## src/ias_pkg.sv

```systemverilog
// ----------------------------------------------------------------------------
// ias_pkg: shared types and constants for the intruder alarm sequencer
// Register indexes, reset values and the item structs that pass between the
// configuration block, the sequencing core and the top level.
// ----------------------------------------------------------------------------
`default_nettype none

package ias_pkg;

   // configuration register indexes
   typedef enum logic [2:0] {
      CSR_EXIT_DELAY   = 3'd0,
      CSR_ENTRY_DELAY  = 3'd1,
      CSR_SIREN_TIME   = 3'd2,
      CSR_REPEAT_PAUSE = 3'd3,
      CSR_REPEAT_LIMIT = 3'd4
   } csr_index_type;

   localparam int unsigned CSR_ADDR_WIDTH = 3;
   localparam int unsigned REPEAT_WIDTH   = 4;
   localparam int unsigned REQ_DATA_WIDTH = 8;
   localparam int unsigned RSP_DATA_WIDTH = 16;

   // reset values of the timing registers, in ms
   localparam logic [31:0] EXIT_DELAY_RST   = 32'd30000;
   localparam logic [31:0] ENTRY_DELAY_RST  = 32'd15000;
   localparam logic [31:0] SIREN_TIME_RST   = 32'd180000;
   localparam logic [31:0] REPEAT_PAUSE_RST = 32'd60000;
   localparam logic [REPEAT_WIDTH-1:0] REPEAT_LIMIT_RST = 4'd3;

   // one input tick
   typedef struct packed {
      logic disarm_cmd;
      logic start_cmd;
      logic sensor_active;
   } req_item_type;

   // one result item
   typedef struct packed {
      logic [REPEAT_WIDTH-1:0] repeats_done;
      logic                    intrusion_off_event;
      logic                    intrusion_on_event;
      logic                    armed_event;
      logic                    armed;
      logic                    siren;
   } rsp_item_type;

endpackage

`default_nettype wire

```

## src/intruder_alarm_sequencer.sv

```systemverilog
// ----------------------------------------------------------------------------
// intruder_alarm_sequencer: exit/entry delay and siren burst sequencer
// Top level: input register, sequencing core and result register.
// ----------------------------------------------------------------------------
// Usage:
//   req_* carries one item per millisecond tick (sensor level, start and
//   disarm commands). rsp_* returns exactly one result item per input item:
//   siren and armed levels after the tick, the arming, burst-start and
//   burst-end/disarm events, and the repeat count of the current alarm cycle.
//   csr_* writes the timing registers (index 0..4); the user must write
//   them only while idle, which the block itself does not enforce.
//   An accepted item sits in the input register until the result register
//   is free or draining; the core then sequences it and the result register
//   takes its result at the same edge. One item per cycle is sustained while
//   rsp_tready stays high. The only loop is the single-tick core state update.
// Reset:
//   Synchronous reset clears all timers and flags, empties both registers
//   and loads the register defaults (30000, 15000, 180000, 60000, 3).
// Stall:
//   While rsp_tready is low the result is held; the input register still
//   takes one more item, then req_tready drops until the result drains.
// ----------------------------------------------------------------------------
`default_nettype none

module intruder_alarm_sequencer #(
   parameter int unsigned TIMER_WIDTH = 24
) (
   input  wire logic                                clock,
   input  wire logic                                reset,
   // input items
   input  wire logic                                req_tvalid,
   output logic                                     req_tready,
   // [0] sensor_active, [1] start_cmd, [2] disarm_cmd, [7:3] zero
   input  wire logic [ias_pkg::REQ_DATA_WIDTH-1:0]  req_tdata,
   // result items
   output logic                                     rsp_tvalid,
   input  wire logic                                rsp_tready,
   // [0] siren, [1] armed, [2] armed_event, [3] intrusion_on_event,
   // [4] intrusion_off_event, [8:5] repeats_done, [15:9] zero
   output logic      [ias_pkg::RSP_DATA_WIDTH-1:0]  rsp_tdata,
   // configuration writes
   input  wire logic                                csr_we,
   input  wire logic [ias_pkg::CSR_ADDR_WIDTH-1:0]  csr_waddr,
   input  wire logic [TIMER_WIDTH-1:0]              csr_wdata
);

   localparam int unsigned RSP_BITS = $bits(ias_pkg::rsp_item_type);

   logic                             in_valid_ff;
   ias_pkg::req_item_type            in_item_ff;
   logic                             rsp_valid_ff;
   ias_pkg::rsp_item_type            rsp_item_ff;
   logic                             step_en;
   ias_pkg::rsp_item_type            result;
   logic                             armed_state, entry_state, siren_state;
   logic [TIMER_WIDTH-1:0]           exit_delay, entry_delay, siren_time, repeat_pause;
   logic [ias_pkg::REPEAT_WIDTH-1:0] repeat_limit;

   // the held item moves on when the result register is free or draining
   assign step_en    = in_valid_ff && (!rsp_valid_ff || rsp_tready);
   assign req_tready = !in_valid_ff || step_en;

   // input register
   always_ff @(posedge clock) begin
      if (reset) begin
         in_valid_ff <= 1'b0;
      end else if (req_tready) begin
         in_valid_ff <= req_tvalid;
      end
   end

   always_ff @(posedge clock) begin
      if (req_tready && req_tvalid) begin
         in_item_ff.sensor_active <= req_tdata[0];
         in_item_ff.start_cmd     <= req_tdata[1];
         in_item_ff.disarm_cmd    <= req_tdata[2];
      end
   end

   ias_csr #(
      .TIMER_WIDTH (TIMER_WIDTH)
   ) u_csr (
      .clock        (clock),
      .reset        (reset),
      .csr_we       (csr_we),
      .csr_waddr    (csr_waddr),
      .csr_wdata    (csr_wdata),
      .exit_delay   (exit_delay),
      .entry_delay  (entry_delay),
      .siren_time   (siren_time),
      .repeat_pause (repeat_pause),
      .repeat_limit (repeat_limit)
   );

   ias_core #(
      .TIMER_WIDTH (TIMER_WIDTH)
   ) u_core (
      .clock        (clock),
      .reset        (reset),
      .step_en      (step_en),
      .item         (in_item_ff),
      .exit_delay   (exit_delay),
      .entry_delay  (entry_delay),
      .siren_time   (siren_time),
      .repeat_pause (repeat_pause),
      .repeat_limit (repeat_limit),
      .result       (result),
      .armed_state  (armed_state),
      .entry_state  (entry_state),
      .siren_state  (siren_state)
   );

   // result register
   always_ff @(posedge clock) begin
      if (reset) begin
         rsp_valid_ff <= 1'b0;
      end else if (step_en) begin
         rsp_valid_ff <= 1'b1;
      end else if (rsp_tready) begin
         rsp_valid_ff <= 1'b0;
      end
   end

   always_ff @(posedge clock) begin
      if (step_en) begin
         rsp_item_ff <= result;
      end
   end

   assign rsp_tvalid = rsp_valid_ff;
   assign rsp_tdata  = {{(ias_pkg::RSP_DATA_WIDTH - RSP_BITS){1'b0}}, rsp_item_ff};

   // siren only sounds while armed
   a_siren_armed: assert property (@(posedge clock) disable iff (reset)
      siren_state |-> armed_state)
      else $error("siren on while disarmed");

   // entry delay only runs while armed
   a_entry_armed: assert property (@(posedge clock) disable iff (reset)
      entry_state |-> armed_state)
      else $error("entry delay running while disarmed");

   // arming and burst start never fall on the same tick
   a_event_excl: assert property (@(posedge clock) disable iff (reset)
      step_en |-> !(result.armed_event && result.intrusion_on_event))
      else $error("arming and burst start on one tick");

endmodule

`default_nettype wire

```

## src/ias_csr.sv

```systemverilog
// ----------------------------------------------------------------------------
// ias_csr: configuration registers
// Holds the delay, siren and repeat settings written through the plain
// write port; writes beyond the register list are dropped.
// ----------------------------------------------------------------------------
`default_nettype none

module ias_csr #(
   parameter int unsigned TIMER_WIDTH = 24
) (
   input  wire logic                                clock,
   input  wire logic                                reset,
   input  wire logic                                csr_we,
   input  wire logic [ias_pkg::CSR_ADDR_WIDTH-1:0]  csr_waddr,
   input  wire logic [TIMER_WIDTH-1:0]              csr_wdata,
   output logic      [TIMER_WIDTH-1:0]              exit_delay,
   output logic      [TIMER_WIDTH-1:0]              entry_delay,
   output logic      [TIMER_WIDTH-1:0]              siren_time,
   output logic      [TIMER_WIDTH-1:0]              repeat_pause,
   output logic      [ias_pkg::REPEAT_WIDTH-1:0]    repeat_limit
);

   logic [TIMER_WIDTH-1:0]           exit_delay_ff;
   logic [TIMER_WIDTH-1:0]           entry_delay_ff;
   logic [TIMER_WIDTH-1:0]           siren_time_ff;
   logic [TIMER_WIDTH-1:0]           repeat_pause_ff;
   logic [ias_pkg::REPEAT_WIDTH-1:0] repeat_limit_ff;

   // register writes
   always_ff @(posedge clock) begin
      if (reset) begin
         exit_delay_ff   <= TIMER_WIDTH'(ias_pkg::EXIT_DELAY_RST);
         entry_delay_ff  <= TIMER_WIDTH'(ias_pkg::ENTRY_DELAY_RST);
         siren_time_ff   <= TIMER_WIDTH'(ias_pkg::SIREN_TIME_RST);
         repeat_pause_ff <= TIMER_WIDTH'(ias_pkg::REPEAT_PAUSE_RST);
         repeat_limit_ff <= ias_pkg::REPEAT_LIMIT_RST;
      end else if (csr_we) begin
         unique case (csr_waddr)
            ias_pkg::CSR_EXIT_DELAY:   exit_delay_ff   <= csr_wdata;
            ias_pkg::CSR_ENTRY_DELAY:  entry_delay_ff  <= csr_wdata;
            ias_pkg::CSR_SIREN_TIME:   siren_time_ff   <= csr_wdata;
            ias_pkg::CSR_REPEAT_PAUSE: repeat_pause_ff <= csr_wdata;
            ias_pkg::CSR_REPEAT_LIMIT: repeat_limit_ff <= csr_wdata[ias_pkg::REPEAT_WIDTH-1:0];
            default: ;
         endcase
      end
   end

   assign exit_delay   = exit_delay_ff;
   assign entry_delay  = entry_delay_ff;
   assign siren_time   = siren_time_ff;
   assign repeat_pause = repeat_pause_ff;
   assign repeat_limit = repeat_limit_ff;

endmodule

`default_nettype wire

```

## src/ias_core.sv

```systemverilog
// ----------------------------------------------------------------------------
// ias_core: alarm sequencing state and per-tick update
// Advances the exit, entry and siren timers by one tick and applies disarm,
// start, sensor and expiry rules in a single pass.
// ----------------------------------------------------------------------------
`default_nettype none

module ias_core #(
   parameter int unsigned TIMER_WIDTH = 24
) (
   input  wire logic                             clock,
   input  wire logic                             reset,
   input  wire logic                             step_en,
   input  wire ias_pkg::req_item_type            item,
   input  wire logic [TIMER_WIDTH-1:0]           exit_delay,
   input  wire logic [TIMER_WIDTH-1:0]           entry_delay,
   input  wire logic [TIMER_WIDTH-1:0]           siren_time,
   input  wire logic [TIMER_WIDTH-1:0]           repeat_pause,
   input  wire logic [ias_pkg::REPEAT_WIDTH-1:0] repeat_limit,
   output ias_pkg::rsp_item_type                 result,
   output logic                                  armed_state,
   output logic                                  entry_state,
   output logic                                  siren_state
);

   localparam logic [TIMER_WIDTH-1:0] TIMER_MAX = {TIMER_WIDTH{1'b1}};

   logic                             armed_ff, armed_in;
   logic                             exit_run_ff, exit_run_in;
   logic [TIMER_WIDTH-1:0]           exit_el_ff, exit_el_in;
   logic                             entry_run_ff, entry_run_in;
   logic [TIMER_WIDTH:0]             entry_rem_ff, entry_rem_in;
   logic                             siren_ff, siren_in;
   logic                             cycle_ff, cycle_in;
   logic [TIMER_WIDTH-1:0]           siren_el_ff, siren_el_in;
   logic [ias_pkg::REPEAT_WIDTH-1:0] rpt_ff, rpt_in;
   logic                             ev_armed, ev_on, ev_off;

   // one tick of sequencing, in the order the rules apply
   always_comb begin
      armed_in     = armed_ff;
      exit_run_in  = exit_run_ff;
      exit_el_in   = exit_el_ff;
      entry_run_in = entry_run_ff;
      entry_rem_in = entry_rem_ff;
      siren_in     = siren_ff;
      cycle_in     = cycle_ff;
      siren_el_in  = siren_el_ff;
      rpt_in       = rpt_ff;
      ev_armed     = 1'b0;
      ev_on        = 1'b0;
      ev_off       = 1'b0;

      // timers advance, elapsed counters saturate
      if (exit_run_ff && exit_el_ff != TIMER_MAX) exit_el_in = exit_el_ff + 1'b1;
      if (entry_run_ff && entry_rem_ff != '0) entry_rem_in = entry_rem_ff - 1'b1;
      if (siren_ff && siren_el_ff != TIMER_MAX) siren_el_in = siren_el_ff + 1'b1;

      // disarm clears everything
      if (item.disarm_cmd) begin
         armed_in     = 1'b0;
         exit_run_in  = 1'b0;
         exit_el_in   = '0;
         entry_run_in = 1'b0;
         entry_rem_in = '0;
         siren_in     = 1'b0;
         cycle_in     = 1'b0;
         siren_el_in  = '0;
         rpt_in       = '0;
         ev_off       = 1'b1;
      end

      // start (or restart) the exit delay
      if (item.start_cmd && !armed_in) begin
         exit_run_in = 1'b1;
         exit_el_in  = '0;
      end

      // sensor activity holds the exit delay at zero
      if (item.sensor_active && !armed_in && exit_run_in && !entry_run_in && !cycle_in)
         exit_el_in = '0;

      // exit delay expiry arms the system
      if (exit_run_in && exit_el_in > exit_delay) begin
         armed_in    = 1'b1;
         exit_run_in = 1'b0;
         exit_el_in  = '0;
         ev_armed    = 1'b1;
      end

      // trigger while armed starts the entry delay
      if (item.sensor_active && armed_in && !entry_run_in && !cycle_in) begin
         entry_run_in = 1'b1;
         entry_rem_in = {1'b0, entry_delay} + 1'b1;
      end

      // entry delay done: siren burst starts
      if (armed_in && entry_run_in && entry_rem_in == '0) begin
         entry_run_in = 1'b0;
         siren_in     = 1'b1;
         siren_el_in  = '0;
         cycle_in     = 1'b1;
         ev_on        = 1'b1;
      end

      // burst end: schedule a repeat or close the alarm cycle
      if (siren_in && !entry_run_in && siren_el_in > siren_time) begin
         siren_in    = 1'b0;
         siren_el_in = '0;
         ev_off      = 1'b1;
         if (rpt_in < repeat_limit) begin
            entry_run_in = 1'b1;
            entry_rem_in = {1'b0, entry_delay} + {1'b0, repeat_pause} + 1'b1;
            rpt_in       = rpt_in + 1'b1;
         end else begin
            cycle_in = 1'b0;
            rpt_in   = '0;
         end
      end
   end

   // state registers
   always_ff @(posedge clock) begin
      if (reset) begin
         armed_ff     <= 1'b0;
         exit_run_ff  <= 1'b0;
         exit_el_ff   <= '0;
         entry_run_ff <= 1'b0;
         entry_rem_ff <= '0;
         siren_ff     <= 1'b0;
         cycle_ff     <= 1'b0;
         siren_el_ff  <= '0;
         rpt_ff       <= '0;
      end else if (step_en) begin
         armed_ff     <= armed_in;
         exit_run_ff  <= exit_run_in;
         exit_el_ff   <= exit_el_in;
         entry_run_ff <= entry_run_in;
         entry_rem_ff <= entry_rem_in;
         siren_ff     <= siren_in;
         cycle_ff     <= cycle_in;
         siren_el_ff  <= siren_el_in;
         rpt_ff       <= rpt_in;
      end
   end

   assign result.siren               = siren_in;
   assign result.armed               = armed_in;
   assign result.armed_event         = ev_armed;
   assign result.intrusion_on_event  = ev_on;
   assign result.intrusion_off_event = ev_off;
   assign result.repeats_done        = rpt_in;

   assign armed_state = armed_ff;
   assign entry_state = entry_run_ff;
   assign siren_state = siren_ff;

endmodule

`default_nettype wire

```

## config.mk

```make
export PLATFORM = sky130hd
export DESIGN_NAME = intruder_alarm_sequencer
export DESIGN_NICKNAME = d
export VERILOG_FILES = /design/src/ias_pkg.sv /design/src/intruder_alarm_sequencer.sv /design/src/ias_csr.sv /design/src/ias_core.sv
export SDC_FILE = /design/constraint.sdc
export NUM_CORES = 1
export LEC_CHECK = 0
export ABC_AREA = 1
export BUFFER_PORTS_ARGS = -buffer_cell sky130_fd_sc_hd__buf_2
export CAP_MARGIN = 5
export CORE_AREA = 2 2 160 162
export DETAILED_ROUTE_END_ITERATION = 10
export DIE_AREA = 0 0 162 164
export HOLD_SLACK_MARGIN = 0.12
export PLACE_DENSITY = 0.74
export SLEW_MARGIN = 5
export SYNTH_ARGS = -nofsm -noshare
export SYNTH_HDL_FRONTEND = slang
export SYNTH_SLANG_ARGS = --single-unit
```

## constraint.sdc

```tcl
create_clock -name clock -period 17.7 [get_ports clock]
set_input_delay 0.885 -clock clock [delete_from_list [all_inputs] [get_ports clock]]
set_output_delay 0.885 -clock clock [all_outputs]
set_load 0.005 [all_outputs]
```

==> results.yml <==
power:
  power_density_nw_per_um2: 69.3
  ir_drop_mv: 0.0473
  cellLeakagePower_nw: 6.58
floorplan:
  die_h_um: 164
  dieArea_um2: 26600
  start_util_pct: 54.0
  coreArea_um2: 24800
  ios: 58
  die_w_um: 162
  fp-row-count: 58
timing:
  max_freq_mhz: 113
  setup-violations-final: 0
  period_needed_ps: 8820
  tns_ps: 0
  clock_skew_ps: 17.5
  hold_slack_ps: 460
  slew_violations: 0
  slew_headroom_pct: 25.3
  rsz0062_at_grt: "false"
  worst_slew_pin_slew_ps: 1120
  finalHoldViolations: 0
  period_share_pct: 49.8
  fin_ws_ps: 8880
route:
  dr.pass1.iters: 6
  vias: 13500
  ant_nets: 0
  initialDrtViolationCount: 1117
  routed_via_density: 5.65
  wl_per_cell_um: 16.5
  post-route-drc-count: 0
  routed_wirelength_mm: 39.5
cts:
  cts_tree: "yes"
  h-tree-depth: 4
  cts-root-buf: "clkbuf_16"
  cts.clk_slew.worst_paths_ps: 80
  cts_sinks: 196
  post_cts_buffers: 0
  cts_buffer_depth: 2
  holdBufCountCts: 0
  clock_latency_ps: 450
  cts_made_buffers: 17
  cts_resized: 0
synth:
  ys_seq_area_share_pct: 30.2
  ys.flop_type: "dfxtp_1"
  synth-seq-cells: 196
  synth-edff-count: 12
  synthTopCellsByArea: "dfxtp_1 27%, nand2_1 13%, ha_1 7.6%, nand3_1 7.4%, a21oi_1 6.8%"
  syn-instance-count: 2064
  synth_most_common_cell: "nand2_1"
  synthTopCellsByCount: "470 x nand2_1, 228 x inv_1, 227 x nor2_1"
  syn_area_per_cell_um2: 6.49
  synth_area_um2: 13400
  yosysWarnings: 0
  synthDistinctLibCells: 48
  synth_top_area_share_pct: 27.5
  async_flop_share_pct: 0
  netlist.top_cell.by_area: "dfxtp_1"
finish:
  area_growth_pct: 6.53
  drive_above_1_share_pct: 5.63
  diodes: 0
  layout.nets: 2170
  stdcell_count: 2390
  design_area_um2: 14300
global_routing:
  grt_max_degree: 89
  grt_pass1_wl_mm: 63.0
  grtUsageTotal_pct: 29.7
  antenna_found_initial: 1
  first_global_vias: 12300
  gr-total-overflow: 0
worst_setup_path:
  crit_slowest_cell: "nand2_2"
  path_class: "flip-flop to flip-flop"
  worstPathMaxFanout: 56
  arrival_ps: 9200
  cp-start-kind: "flip-flop"
  slowest_delay_ps: 730
  worstPathRequired_ps: 18080
  critPathCaptureType: "flip-flop"
placement:
  place_hpwl_mm: 28.6
  place_inst: 2359
  portBuffers: 45
  dp_worst_setup_slack_ps: 9080
  globalplace.congestion: 0.951
  placed_area_um2: 13700
status:
  status: "finished clean"
hold_path:
  min_path_type: "flip-flop to flip-flop"
flow_run:
  maxCapViolations: 0
-- worst max-delay path, delay by kind of cell, from the launching register on --
family,cells,cell delay (ps)
compound gates,7,1410
fa+ha+maj,2,460
buf+inv,9,1920
flops,1,360
simple gates,22,4500
-- flip-flops by register name, indices dropped and copies added (netlist names), 3 cells and up --
register / flops
rsp_tdata: 9
u_csr.repeat_pause: 24
u_core.entry_rem_ff: 25
u_csr.siren_time: 24
u_core.rpt_ff: 4
u_core.exit_el_ff: 24
u_csr.entry_delay: 24
in_item_ff: 3
u_csr.repeat_limit: 4
u_csr.exit_delay: 24
u_core.siren_el_ff: 24
-- cell type report --
class / instances / area [um^2]
Clock buffer: 19 / 443
Clock inverter: 12 / 116
Fill cell: 2494 / 10500
Inverter: 232 / 871
Multi-Input combinational cell: 1541 / 8050
Sequential cell: 196 / 4040
Tap cell: 330 / 413
Timing Repair Buffer: 60 / 338
-- layout by cell type, fill, tap and decap left out, types with 11 or more instances in the layout --
cell type / netlist / routed
xor2_1: 50 / 50
nand3_1: 197 / 197
edfxtp_1: 12 / 12
o21a_1: 11 / 11
nand4_1: 34 / 34
o211ai_1: 22 / 22
ha_1: 81 / 81
o21ai_0: 121 / 121
clkbuf_16: 0 / 17
nor2_1: 227 / 227
buf_2: 15 / 45
a22oi_1: 12 / 12
a21oi_1: 182 / 182
xnor2_1: 22 / 22
nand2_1: 470 / 469
buf_4: 8 / 15
dfxtp_1: 184 / 184
inv_1: 228 / 226
nor3_1: 31 / 31
-- per-stage QoR --
stage,util [%],power [mW]
final,57.5,0.989
after CTS,57.5,0.991
after global placement,55.3,0.610
after floorplan,-,0.571
after detailed placement,55.3,0.612
after global routing,57.5,1.03
-- worst paths after layout --
| path | start | endpoint | slack [ps] | depth (start not counted) |
|---|---|---|---|---|
| worst max-delay path | in_item_ff[2] | u_core.entry_rem_ff[5] | 8880 | 40 |
| worst min-delay path | u_csr.exit_delay[6] | u_csr.exit_delay[6] | 460 | 2 |
| worst max register to register | in_item_ff[2] | u_core.entry_rem_ff[5] | 8880 | 40 |
| worst min register to register | u_csr.exit_delay[6] | u_csr.exit_delay[6] | 460 | 2 |
-- cells by family (layout without fill, tap and decap cells) --
| logic type | after synthesis | count (layout) | share of synthesized area [%] |
|---|---|---|---|
| XOR/XNOR | 72 | 72 | 4.71 |
| other | 1 | 7 | 0.0280 |
| flip-flops | 196 | 196 | 30.2 |
| AO/OA/AOI/OAI | 387 | 387 | 15.9 |
| adder cells (fa/ha/maj) | 82 | 82 | 7.71 |
| buffers and inverters | 333 | 323 | 10.1 |
| AND/OR/NAND/NOR | 993 | 993 | 31.4 |
-- power by group --
part / internal [mW] / total, mW / switching, mW
registers: 0.457 / 0.465 / 0.00857
logic: 0.0431 / 0.140 / 0.0973
clock network: 0.189 / 0.383 / 0.194
total: 0.689 / 0.989 / 0.300
-- routing by layer --
| metal | share of wire, % | vias up | routed length [um] | GRT usage, % |
|---|---|---|---|---|
| li1 | - | 6742 | - | - |
| met1 | 44 | 6255 | 17300 | 39.2 |
| met2 | 46 | 423 | 18300 | 49.1 |
| met3 | 6.7 | 84 | 2630 | 4.97 |
| met4 | 3.1 | 0 | 1240 | 10.9 |
| met5 | 0 | - | 0 | 0 |
Note: power is estimated with default switching activity, not from simulation.
